`src/rtl/slx_pkg.sv`:
```
// Shared types and constants of the script lexer.
// Holds the request record, the lexer mode encoding and the character codes.
// Depends on nothing.
package slx_pkg;

	localparam int SLX_POS_BITS = 16;

	localparam logic [4:0] K_POINT     = 5'd0;
	localparam logic [4:0] K_INT       = 5'd1;
	localparam logic [4:0] K_FLOAT     = 5'd2;
	localparam logic [4:0] K_WORD      = 5'd3;
	localparam logic [4:0] K_STRING    = 5'd4;
	localparam logic [4:0] K_EQ        = 5'd5;
	localparam logic [4:0] K_ASSIGN    = 5'd6;
	localparam logic [4:0] K_LE        = 5'd7;
	localparam logic [4:0] K_LT        = 5'd8;
	localparam logic [4:0] K_GE        = 5'd9;
	localparam logic [4:0] K_GT        = 5'd10;
	localparam logic [4:0] K_COMMA     = 5'd11;
	localparam logic [4:0] K_COLON     = 5'd12;
	localparam logic [4:0] K_SEMICOLON = 5'd13;
	localparam logic [4:0] K_LPAREN    = 5'd14;
	localparam logic [4:0] K_RPAREN    = 5'd15;
	localparam logic [4:0] K_LBRACKET  = 5'd16;
	localparam logic [4:0] K_RBRACKET  = 5'd17;
	localparam logic [4:0] K_LBRACE    = 5'd18;
	localparam logic [4:0] K_RBRACE    = 5'd19;
	localparam logic [4:0] K_NEWLINE   = 5'd20;

	localparam logic [7:0] CH_NUL      = 8'h00;
	localparam logic [7:0] CH_NL       = 8'h0A;
	localparam logic [7:0] CH_SPACE    = 8'h20;
	localparam logic [7:0] CH_DQ       = 8'h22;
	localparam logic [7:0] CH_SQ       = 8'h27;
	localparam logic [7:0] CH_LPAREN   = 8'h28;
	localparam logic [7:0] CH_RPAREN   = 8'h29;
	localparam logic [7:0] CH_COMMA    = 8'h2C;
	localparam logic [7:0] CH_MINUS    = 8'h2D;
	localparam logic [7:0] CH_DOT      = 8'h2E;
	localparam logic [7:0] CH_DIGIT_LO = 8'd47;
	localparam logic [7:0] CH_COLON    = 8'h3A;
	localparam logic [7:0] CH_DIGIT_HI = 8'd58;
	localparam logic [7:0] CH_SEMI     = 8'h3B;
	localparam logic [7:0] CH_LT       = 8'h3C;
	localparam logic [7:0] CH_EQ       = 8'h3D;
	localparam logic [7:0] CH_GT       = 8'h3E;
	localparam logic [7:0] CH_UC_A     = 8'h41;
	localparam logic [7:0] CH_UC_Z     = 8'h5A;
	localparam logic [7:0] CH_LBRACKET = 8'h5B;
	localparam logic [7:0] CH_BSL      = 8'h5C;
	localparam logic [7:0] CH_RBRACKET = 8'h5D;
	localparam logic [7:0] CH_US       = 8'h5F;
	localparam logic [7:0] CH_LC_A     = 8'h61;
	localparam logic [7:0] CH_LC_F     = 8'h66;
	localparam logic [7:0] CH_LC_Z     = 8'h7A;
	localparam logic [7:0] CH_LBRACE   = 8'h7B;
	localparam logic [7:0] CH_RBRACE   = 8'h7D;

	typedef enum logic [11:0] {
		M_TOP        = 12'b0000_0000_0001,
		M_NUM        = 12'b0000_0000_0010,
		M_WORD       = 12'b0000_0000_0100,
		M_STR_DQ     = 12'b0000_0000_1000,
		M_STR_SQ     = 12'b0000_0001_0000,
		M_ESC_DQ     = 12'b0000_0010_0000,
		M_ESC_SQ     = 12'b0000_0100_0000,
		M_PEND_DOT   = 12'b0000_1000_0000,
		M_PEND_MINUS = 12'b0001_0000_0000,
		M_PEND_EQ    = 12'b0010_0000_0000,
		M_PEND_LT    = 12'b0100_0000_0000,
		M_PEND_GT    = 12'b1000_0000_0000
	} mode_t;

	typedef struct packed {
		logic [4:0]  kind;
		logic        has_char;
		logic [7:0]  text_char;
		logic        token_end;
		logic        done_res;
		logic        error;
		logic [15:0] error_pos;
		logic        last;
	} res_t;

	localparam res_t RES_NONE = '0;

endpackage

```
`src/rtl/slx_step.sv`:
```
// Combinational step of the script lexer: one text byte and the lexer state
// give the next state and up to two requests.
// Depends on slx_pkg.
module slx_step #(
	parameter int POS_BITS = slx_pkg::SLX_POS_BITS
) (
	input  logic [7:0]          ch,
	input  slx_pkg::mode_t      mode,
	input  logic                dec,
	input  logic [POS_BITS-1:0] pos,
	input  logic [POS_BITS-1:0] ts,
	output logic [1:0]          n,
	output slx_pkg::res_t       r0,
	output slx_pkg::res_t       r1,
	output slx_pkg::mode_t      mode_nxt,
	output logic                dec_nxt,
	output logic [POS_BITS-1:0] pos_nxt,
	output logic [POS_BITS-1:0] ts_nxt
);
	import slx_pkg::*;

	typedef struct packed {
		mode_t               mode;
		logic                ts_we;
		logic [POS_BITS-1:0] ts;
		logic                dec_clr;
		logic                res_v;
		res_t                res;
	} start_t;

	function automatic logic is_digit(input logic [7:0] c);
		return (c > CH_DIGIT_LO) && (c < CH_DIGIT_HI);
	endfunction

	function automatic logic is_word(input logic [7:0] c);
		return (c == CH_US) || is_digit(c) || ((c >= CH_LC_A) && (c <= CH_LC_Z)) ||
			((c >= CH_UC_A) && (c <= CH_UC_Z));
	endfunction

	function automatic logic [POS_BITS-1:0] sat_inc(input logic [POS_BITS-1:0] p);
		return (p == '1) ? p : p + 1'b1;
	endfunction

	function automatic logic [15:0] sat16(input logic [POS_BITS-1:0] p);
		logic [31:0] w;
		w = 32'(p);
		return (w > 32'd65535) ? 16'hFFFF : w[15:0];
	endfunction

	function automatic res_t mk_char(input logic [4:0] k, input logic [7:0] c,
		input logic e);
		res_t r;
		r = RES_NONE;
		r.kind = k;
		r.has_char = 1'b1;
		r.text_char = c;
		r.token_end = e;
		return r;
	endfunction

	function automatic res_t mk_end(input logic [4:0] k);
		res_t r;
		r = RES_NONE;
		r.kind = k;
		r.token_end = 1'b1;
		return r;
	endfunction

	function automatic res_t mk_err(input logic [POS_BITS-1:0] p);
		res_t r;
		r = RES_NONE;
		r.done_res = 1'b1;
		r.error = 1'b1;
		r.error_pos = sat16(p);
		return r;
	endfunction

	function automatic res_t mk_single(input logic [4:0] k, input logic [7:0] c);
		return mk_char(k, c, 1'b1);
	endfunction

	function automatic start_t start_tok(input logic [7:0] c, input logic [POS_BITS-1:0] p);
		start_t s;
		s.mode = M_TOP;
		s.ts_we = 1'b0;
		s.ts = p;
		s.dec_clr = 1'b0;
		s.res_v = 1'b0;
		s.res = RES_NONE;
		case (c)
			CH_NUL: begin
				s.res_v = 1'b1;
				if (p == '0) begin
					s.res = mk_err(p);
				end else begin
					s.res = RES_NONE;
					s.res.done_res = 1'b1;
				end
			end
			CH_SPACE: ;
			CH_DOT: begin
				s.mode = M_PEND_DOT;
				s.ts_we = 1'b1;
			end
			CH_MINUS: begin
				s.mode = M_PEND_MINUS;
				s.ts_we = 1'b1;
			end
			CH_DQ: begin
				s.mode = M_STR_DQ;
				s.ts_we = 1'b1;
				s.ts = sat_inc(p);
			end
			CH_SQ: begin
				s.mode = M_STR_SQ;
				s.ts_we = 1'b1;
				s.ts = sat_inc(p);
			end
			CH_EQ: s.mode = M_PEND_EQ;
			CH_LT: s.mode = M_PEND_LT;
			CH_GT: s.mode = M_PEND_GT;
			CH_COMMA: begin s.res_v = 1'b1; s.res = mk_single(K_COMMA, c); end
			CH_COLON: begin s.res_v = 1'b1; s.res = mk_single(K_COLON, c); end
			CH_SEMI: begin s.res_v = 1'b1; s.res = mk_single(K_SEMICOLON, c); end
			CH_LPAREN: begin s.res_v = 1'b1; s.res = mk_single(K_LPAREN, c); end
			CH_RPAREN: begin s.res_v = 1'b1; s.res = mk_single(K_RPAREN, c); end
			CH_LBRACKET: begin s.res_v = 1'b1; s.res = mk_single(K_LBRACKET, c); end
			CH_RBRACKET: begin s.res_v = 1'b1; s.res = mk_single(K_RBRACKET, c); end
			CH_LBRACE: begin s.res_v = 1'b1; s.res = mk_single(K_LBRACE, c); end
			CH_RBRACE: begin s.res_v = 1'b1; s.res = mk_single(K_RBRACE, c); end
			CH_NL: begin s.res_v = 1'b1; s.res = mk_single(K_NEWLINE, c); end
			default: begin
				s.res_v = 1'b1;
				if (is_digit(c)) begin
					s.mode = M_NUM;
					s.dec_clr = 1'b1;
					s.ts_we = 1'b1;
					s.res = mk_char(K_INT, c, 1'b0);
				end else if (is_word(c)) begin
					s.mode = M_WORD;
					s.ts_we = 1'b1;
					s.res = mk_char(K_WORD, c, 1'b0);
				end else begin
					s.res = mk_err(p);
				end
			end
		endcase
		return s;
	endfunction

	start_t     st;
	logic       use_st;
	logic       lead_v;
	res_t       lead;
	logic [7:0] quote;
	logic [7:0] op;
	logic [4:0] nk;
	logic [4:0] k_pair;
	logic [4:0] k_single;
	logic       dq;
	logic       fin;
	res_t       a;
	res_t       b;
	logic [1:0] cnt;

	always_comb begin
		st = start_tok(ch, pos);
		use_st = 1'b0;
		lead_v = 1'b0;
		lead = RES_NONE;
		a = RES_NONE;
		b = RES_NONE;
		cnt = 2'd0;
		mode_nxt = mode;
		dec_nxt = dec;
		ts_nxt = ts;
		pos_nxt = sat_inc(pos);
		dq = (mode == M_STR_DQ) || (mode == M_ESC_DQ);
		quote = dq ? CH_DQ : CH_SQ;
		nk = dec ? K_FLOAT : K_INT;
		op = (mode == M_PEND_EQ) ? CH_EQ : ((mode == M_PEND_LT) ? CH_LT : CH_GT);
		k_pair = (mode == M_PEND_EQ) ? K_EQ : ((mode == M_PEND_LT) ? K_LE : K_GE);
		k_single = (mode == M_PEND_EQ) ? K_ASSIGN : ((mode == M_PEND_LT) ? K_LT : K_GT);

		unique case (mode) inside
			M_NUM: begin
				if (ch == CH_DOT) begin
					cnt = 2'd1;
					if (dec) begin
						a = mk_err(ts);
					end else begin
						dec_nxt = 1'b1;
						a = mk_char(K_FLOAT, ch, 1'b0);
					end
				end else if ((ch == CH_MINUS) || is_digit(ch)) begin
					cnt = 2'd1;
					a = mk_char(nk, ch, 1'b0);
				end else if (ch == CH_LC_F) begin
					cnt = 2'd1;
					a = mk_end(nk);
					mode_nxt = M_TOP;
				end else begin
					lead_v = 1'b1;
					lead = mk_end(nk);
					use_st = 1'b1;
				end
			end
			M_WORD: begin
				if (is_word(ch)) begin
					cnt = 2'd1;
					a = mk_char(K_WORD, ch, 1'b0);
				end else begin
					lead_v = 1'b1;
					lead = mk_end(K_WORD);
					use_st = 1'b1;
				end
			end
			M_STR_DQ, M_STR_SQ: begin
				if (ch == quote) begin
					cnt = 2'd1;
					a = mk_end(K_STRING);
					mode_nxt = M_TOP;
				end else if (ch == CH_BSL) begin
					mode_nxt = dq ? M_ESC_DQ : M_ESC_SQ;
				end else if (ch == CH_NUL) begin
					cnt = 2'd1;
					a = mk_err(ts);
				end else begin
					cnt = 2'd1;
					a = mk_char(K_STRING, ch, 1'b0);
				end
			end
			M_ESC_DQ, M_ESC_SQ: begin
				if (ch == quote) begin
					cnt = 2'd1;
					a = mk_char(K_STRING, ch, 1'b0);
					mode_nxt = dq ? M_STR_DQ : M_STR_SQ;
				end else if (ch == CH_BSL) begin
					cnt = 2'd1;
					a = mk_char(K_STRING, CH_BSL, 1'b0);
				end else if (ch == CH_NUL) begin
					cnt = 2'd1;
					a = mk_err(ts);
				end else begin
					cnt = 2'd2;
					a = mk_char(K_STRING, CH_BSL, 1'b0);
					b = mk_char(K_STRING, ch, 1'b0);
					mode_nxt = dq ? M_STR_DQ : M_STR_SQ;
				end
			end
			M_PEND_DOT: begin
				if (is_digit(ch)) begin
					cnt = 2'd2;
					a = mk_char(K_FLOAT, CH_DOT, 1'b0);
					b = mk_char(K_FLOAT, ch, 1'b0);
					mode_nxt = M_NUM;
					dec_nxt = 1'b1;
				end else begin
					lead_v = 1'b1;
					lead = mk_char(K_POINT, CH_DOT, 1'b1);
					use_st = 1'b1;
				end
			end
			M_PEND_MINUS: begin
				if (is_digit(ch)) begin
					cnt = 2'd2;
					a = mk_char(K_INT, CH_MINUS, 1'b0);
					b = mk_char(K_INT, ch, 1'b0);
					mode_nxt = M_NUM;
					dec_nxt = 1'b0;
				end else if (ch == CH_DOT) begin
					cnt = 2'd2;
					a = mk_char(K_FLOAT, CH_MINUS, 1'b0);
					b = mk_char(K_FLOAT, ch, 1'b0);
					mode_nxt = M_NUM;
					dec_nxt = 1'b1;
				end else begin
					cnt = 2'd1;
					a = mk_err(ts);
				end
			end
			M_PEND_EQ, M_PEND_LT, M_PEND_GT: begin
				if (ch == CH_EQ) begin
					cnt = 2'd2;
					a = mk_char(k_pair, op, 1'b0);
					b = mk_char(k_pair, CH_EQ, 1'b1);
					mode_nxt = M_TOP;
				end else begin
					lead_v = 1'b1;
					lead = mk_char(k_single, op, 1'b1);
					use_st = 1'b1;
				end
			end
			default: use_st = 1'b1;
		endcase

		if (use_st) begin
			mode_nxt = st.mode;
			if (st.ts_we) begin
				ts_nxt = st.ts;
			end
			if (st.dec_clr) begin
				dec_nxt = 1'b0;
			end
			if (lead_v) begin
				a = lead;
				b = st.res;
				cnt = st.res_v ? 2'd2 : 2'd1;
			end else begin
				a = st.res;
				cnt = st.res_v ? 2'd1 : 2'd0;
			end
		end

		a.last = (cnt == 2'd1);
		b.last = (cnt == 2'd2);
		fin = ((cnt != 2'd0) && a.done_res) || ((cnt == 2'd2) && b.done_res);
		if (fin) begin
			mode_nxt = M_TOP;
			dec_nxt = 1'b0;
			pos_nxt = '0;
			ts_nxt = '0;
		end
		n = cnt;
		r0 = a;
		r1 = b;
	end

endmodule

```
`src/rtl/slx_outq.sv`:
```
// Two-entry result queue of the script lexer; takes up to two requests per
// cycle and hands one out per cycle to the output channel unless it stalls.
// Depends on slx_pkg.
module slx_outq (
	input  logic          clk,
	input  logic          arst_n,
	input  logic [1:0]    push_n,
	input  slx_pkg::res_t r0,
	input  slx_pkg::res_t r1,
	input  logic          out_stall,
	output logic          out_valid,
	output slx_pkg::res_t head,
	output logic [1:0]    space
);
	import slx_pkg::*;

	res_t       q_q [2];
	logic [1:0] cnt_q;
	res_t       nq [2];
	logic [1:0] ncnt;
	logic       pop;

	assign out_valid = (cnt_q != 2'd0);
	assign pop = out_valid && !out_stall;
	assign head = q_q[0];
	assign space = 2'd2 - cnt_q + {1'b0, pop};

	always_comb begin
		nq = q_q;
		ncnt = cnt_q;
		if (pop) begin
			nq[0] = q_q[1];
			ncnt = cnt_q - 2'd1;
		end
		case (push_n)
			2'd1: nq[ncnt[0]] = r0;
			2'd2: begin
				nq[0] = r0;
				nq[1] = r1;
			end
			default: ;
		endcase
		ncnt = ncnt + push_n;
	end

	always_ff @(posedge clk or negedge arst_n) begin
		if (!arst_n) begin
			cnt_q <= 2'd0;
		end else begin
			cnt_q <= ncnt;
		end
	end

	always_ff @(posedge clk) begin
		q_q <= nq;
	end

endmodule

```
`src/rtl/script_lexer.sv`:
```
// Top level of the script lexer: input register, lexer state and result queue.
// Depends on slx_pkg, slx_step and slx_outq.
//
// The lexer takes one text byte per cycle while in_stall is low and answers
// each byte with zero, one or two requests on the output channel; a byte waits
// in the input register until its requests fit into the registered result
// queue. Bytes giving one request or none sustain one byte per cycle while the
// output does not stall; the two requests of a byte that gives two are offered
// one after the other, as the two-entry result queue drains one request per
// cycle. Byte 0 ends a text with a done or error request, then a new text starts.
module script_lexer #(
	parameter int POS_BITS = slx_pkg::SLX_POS_BITS
) (
	input  logic        clk,
	input  logic        arst_n,
	input  logic        in_valid,
	output logic        in_stall,
	input  logic [7:0]  ch,
	output logic        out_valid,
	input  logic        out_stall,
	output logic [4:0]  kind,
	output logic        has_char,
	output logic [7:0]  text_char,
	output logic        token_end,
	output logic        done_res,
	output logic        error,
	output logic [15:0] error_pos,
	output logic        last
);
	import slx_pkg::*;

	logic                valid_s1;
	logic [7:0]          ch_s1;
	mode_t               mode_q;
	logic                dec_q;
	logic [POS_BITS-1:0] pos_q;
	logic [POS_BITS-1:0] ts_q;

	logic [1:0]          n;
	res_t                r0;
	res_t                r1;
	mode_t               mode_nxt;
	logic                dec_nxt;
	logic [POS_BITS-1:0] pos_nxt;
	logic [POS_BITS-1:0] ts_nxt;
	logic [1:0]          space;
	logic                fire;
	logic                take;
	res_t                head;

	slx_step #(.POS_BITS(POS_BITS)) u_step (
		.ch       (ch_s1),
		.mode     (mode_q),
		.dec      (dec_q),
		.pos      (pos_q),
		.ts       (ts_q),
		.n        (n),
		.r0       (r0),
		.r1       (r1),
		.mode_nxt (mode_nxt),
		.dec_nxt  (dec_nxt),
		.pos_nxt  (pos_nxt),
		.ts_nxt   (ts_nxt)
	);

	assign fire = valid_s1 && (n <= space);
	assign in_stall = valid_s1 && !fire;
	assign take = in_valid && !in_stall;

	slx_outq u_outq (
		.clk       (clk),
		.arst_n    (arst_n),
		.push_n    (fire ? n : 2'd0),
		.r0        (r0),
		.r1        (r1),
		.out_stall (out_stall),
		.out_valid (out_valid),
		.head      (head),
		.space     (space)
	);

	always_ff @(posedge clk or negedge arst_n) begin
		if (!arst_n) begin
			valid_s1 <= 1'b0;
			mode_q <= M_TOP;
			dec_q <= 1'b0;
			pos_q <= '0;
			ts_q <= '0;
		end else begin
			if (take) begin
				valid_s1 <= 1'b1;
			end else if (fire) begin
				valid_s1 <= 1'b0;
			end
			if (fire) begin
				mode_q <= mode_nxt;
				dec_q <= dec_nxt;
				pos_q <= pos_nxt;
				ts_q <= ts_nxt;
			end
		end
	end

	always_ff @(posedge clk) begin
		if (take) begin
			ch_s1 <= ch;
		end
	end

	assign kind = head.kind;
	assign has_char = head.has_char;
	assign text_char = head.text_char;
	assign token_end = head.token_end;
	assign done_res = head.done_res;
	assign error = head.error;
	assign error_pos = head.error_pos;
	assign last = head.last;

endmodule

```
`config.mk`:
```
export PLATFORM = sky130hd
export DESIGN_NAME = script_lexer
export DESIGN_NICKNAME = d
export VERILOG_FILES = /design/src/rtl/slx_pkg.sv /design/src/rtl/slx_step.sv /design/src/rtl/slx_outq.sv /design/src/rtl/script_lexer.sv
export SDC_FILE = /design/constraint.sdc
export NUM_CORES = 1
export LEC_CHECK = 0
export ABC_AREA = 1
export BUFFER_PORTS_ARGS = -buffer_cell sky130_fd_sc_hd__clkbuf_2
export CORE_ASPECT_RATIO = 1.75
export CORE_UTILIZATION = 25
export CTS_CLUSTER_SIZE = 40
export DETAILED_ROUTE_END_ITERATION = 6
export PLACE_DENSITY = 0.37
export SYNTH_ARGS = -nofsm -noshare
export SYNTH_HDL_FRONTEND = slang
export SYNTH_SLANG_ARGS = --single-unit
```
`constraint.sdc`:
```
create_clock -name clk -period 10.18 [get_ports clk]
set_input_delay 1.018 -clock clk [delete_from_list [all_inputs] [get_ports clk]]
set_output_delay 1.018 -clock clk [all_outputs]
set_load 0.05 [all_outputs]
```
==> results.json <==
{
  "drive_above_1_share_pct": 12.6,
  "ys_seq_elements": 124,
  "status": "completed",
  "max_stage_delay_ps": 760,
  "fin_cells": 1921,
  "critPathRequiredTime_ps": 10480,
  "finalCritPeriodShare_pct": 66.3,
  "path_max_fanout": 38,
  "tns_ps": 0,
  "grt_pass1_wl_mm": 56.0,
  "clk_latency_ps": 450,
  "grt.overflow.total": 0,
  "final-hold-violation-count": 0,
  "cts_num_sinks": 124,
  "track_usage_pct": 18.9,
  "rsz0062_at_grt": "no",
  "synthesis.nets": 1478,
  "syn_to_final_growth_pct": 10.1,
  "rows": 95,
  "path_clk_slew_ps": 70,
  "hpwl_mm": 26.7,
  "crit_buf_inv": 8,
  "multi_input_area_mm2": 0.00536,
  "synth_area_per_cell_um2": 6.64,
  "drv_slew": 0,
  "cts-root-buf": "clkbuf_16",
  "cp.arrival_ps": 7050,
  "place_inst": 1889,
  "utilization_pct": 27.8,
  "numCtsBuffers": 17,
  "firstDrtPassIters": 5,
  "cpMostUsedCell": "nand2_1",
  "h-tree-depth": 4,
  "max_freq_mhz": 148,
  "post_cts_buffers": 0,
  "async_flop_share_pct": 38.7,
  "synth_edf_count": 42,
  "wl_per_cell_um": 18.9,
  "post_cts_resized": 0,
  "grt_max_degree": 72,
  "worst_pin_slew_ps": 1040,
  "drtIter0Drc": 586,
  "ant_nets": 0,
  "final_cell_area_mm2": 0.0106,
  "antenna_cells": 0,
  "maxSlewHeadroom_pct": 30.6,
  "startpoint_type": "flop",
  "syn-cell-area_mm2": 0.00967,
  "crit_family": "simple AND/OR/NAND/NOR gates",
  "antenna_found_initial": 0,
  "totalWireLength_mm": 36.3,
  "cts_hold_buf": 0,
  "syn_inst": 1455,
  "pin_count": 48,
  "fillerInstances": 4259,
  "yosys_warnings": 0,
  "clk_path_buf_depth": 2,
  "critPathKind": "reg -> reg",
  "fin_nets": 1446,
  "cts_tree": "done",
  "ys_seq_area_share_pct": 32.5,
  "portBuffers": 47,
  "fin_skew_ps": 10.9,
  "core_mm2": 0.0383,
  "seqCellArea_mm2": 0.00314,
  "dpl_cell_area_mm2": 0.0100,
  "cp-end-kind": "flop",
  "cpMaxStageDelayCell": "nor2_1",
  "dieArea_mm2": 0.0395,
  "maxCapViolCount": 0,
  "grt_pass1_vias": 9166,
  "num_vias": 9405,
  "setup_viol": 0,
  "die_height_um": 262,
  "die_x_um": 151,
  "ys_types": 55,
  "period_minus_slack_ps": 6750,
  "viasPerCell": 4.90,
  "min-delay-path-class": "reg -> reg",
  "gp_congestion": 0.920,
  "drc_errors": 0,
  "initial_utilization_pct": 25.3,
  "synthFlopType": "dfrtp_1"
}
[logic make-up after synthesis]
group / after synthesis / share of synthesized area, %
and+or+nand+nor: 676 / 30.6
adders and majority gates: 11 / 1.42
muxes: 8 / 0.828
AOI/OAI and AO/OA: 359 / 21.5
DFF: 124 / 32.5
xor gates and xnor gates: 9 / 0.815
buffers and inverters: 268 / 12.3
[stage by stage]
step / worst slack, ps / hold slack, ps
after floorplan: 4690 / 459
after global placement: 3590 / 476
after detailed placement: 3520 / 484
after CTS: 3470 / 493
after global routing: 2870 / 497
final: 3430 / 490
[flip-flops by register name (all words and copies together) (netlist names)]
signal	count
u_outq.head	34
u_outq.q_q	34
pos_q	16
ts_q	16
mode_q	12
ch_s1	8
u_outq.cnt_q	2
dec_q	1
valid_s1	1
[synth_stat cells, types with 21 or more instances]
cell	count	area (um2)
o21ai_1	21	105
nor2_1	141	529
edfxtp_1	42	1260
dfrtp_1	47	1180
buf_4	36	270
nand2_1	365	1370
dfxtp_1	34	681
a21oi_1	120	601
nand2_2	22	138
o21ai_0	126	631
inv_1	141	529
clkbuf_1	52	195
nand3_1	84	420
[layer usage]
metal | vias up | GRT usage (%) | part of all wire [%]
met2 | 226 | 33.1 | 50
met1 | 4399 | 23.0 | 43
met3 | 61 | 2.10 | 3.3
met5 | - | 0 | 0
met4 | 0 | 8.64 | 3.5
li1 | 4719 | - | -
[worst paths after layout]
path	cells after the start	startpoint	slack, ps	endpoint
setup / recovery	28	ch_s1[4]$_DFFE_PP_	3430	u_outq.q_q[7]$_DFFE_PP_
hold / removal	2	mode_q[0]$_DFFE_PN1P_	490	mode_q[0]$_DFFE_PN1P_
setup reg to reg	28	ch_s1[4]$_DFFE_PP_	3430	u_outq.q_q[7]$_DFFE_PP_
hold reg to reg	2	mode_q[0]$_DFFE_PN1P_	490	mode_q[0]$_DFFE_PN1P_
max in group asynchronous	2	arst_n	9010	mode_q[7]$_DFFE_PN0P_
min in group asynchronous	2	arst_n	680	ts_q[14]$_DFFE_PN0P_
[worst register-to-register path: cells and delay by family (launching register included)]
kind | cells | cell delay (ps)
adder cells (fa/ha/maj) | 3 | 970
AND/OR/NAND/NOR | 16 | 4010
buffers and inverters | 8 | 1010
flip-flops | 1 | 470
AO/OA/AOI/OAI | 1 | 180
[cell type report]
class / count / share of cell area (%)
Multi-Input combinational cell: 1063 / 50.3
Sequential cell: 124 / 29.5
Inverter: 162 / 5.74
Tap cell: 485 / 5.70
Clock buffer: 18 / 4.23
Timing Repair Buffer: 55 / 2.77
Clock inverter: 14 / 1.69
[layout by cell type (no fill, tap or decap), types with 4 or more instances in the layout]
cell type,n
nand2_1,365
nor2_1,140
inv_1,139
o21ai_0,126
a21oi_1,120
nand3_1,84
dfrtp_1,47
clkbuf_2,47
edfxtp_1,42
dfxtp_1,34
nand2_2,22
o21ai_1,21
inv_2,20
nor3_1,18
clkbuf_16,18
o211ai_1,17
o22ai_1,16
o21bai_1,12
nand3_2,9
nand4_1,9
o21bai_2,9
ha_1,9
nor2_2,8
xor2_1,8
a22oi_1,8
mux2i_1,8
buf_4,8
nand2_4,6
a31oi_1,6
nor2_4,5
nor4_1,4
a211oi_1,4
o21a_1,4
inv_6,4
Power is not shown: default switching activity piles up to over one toggle a cycle in this logic, so the estimate is an artifact.
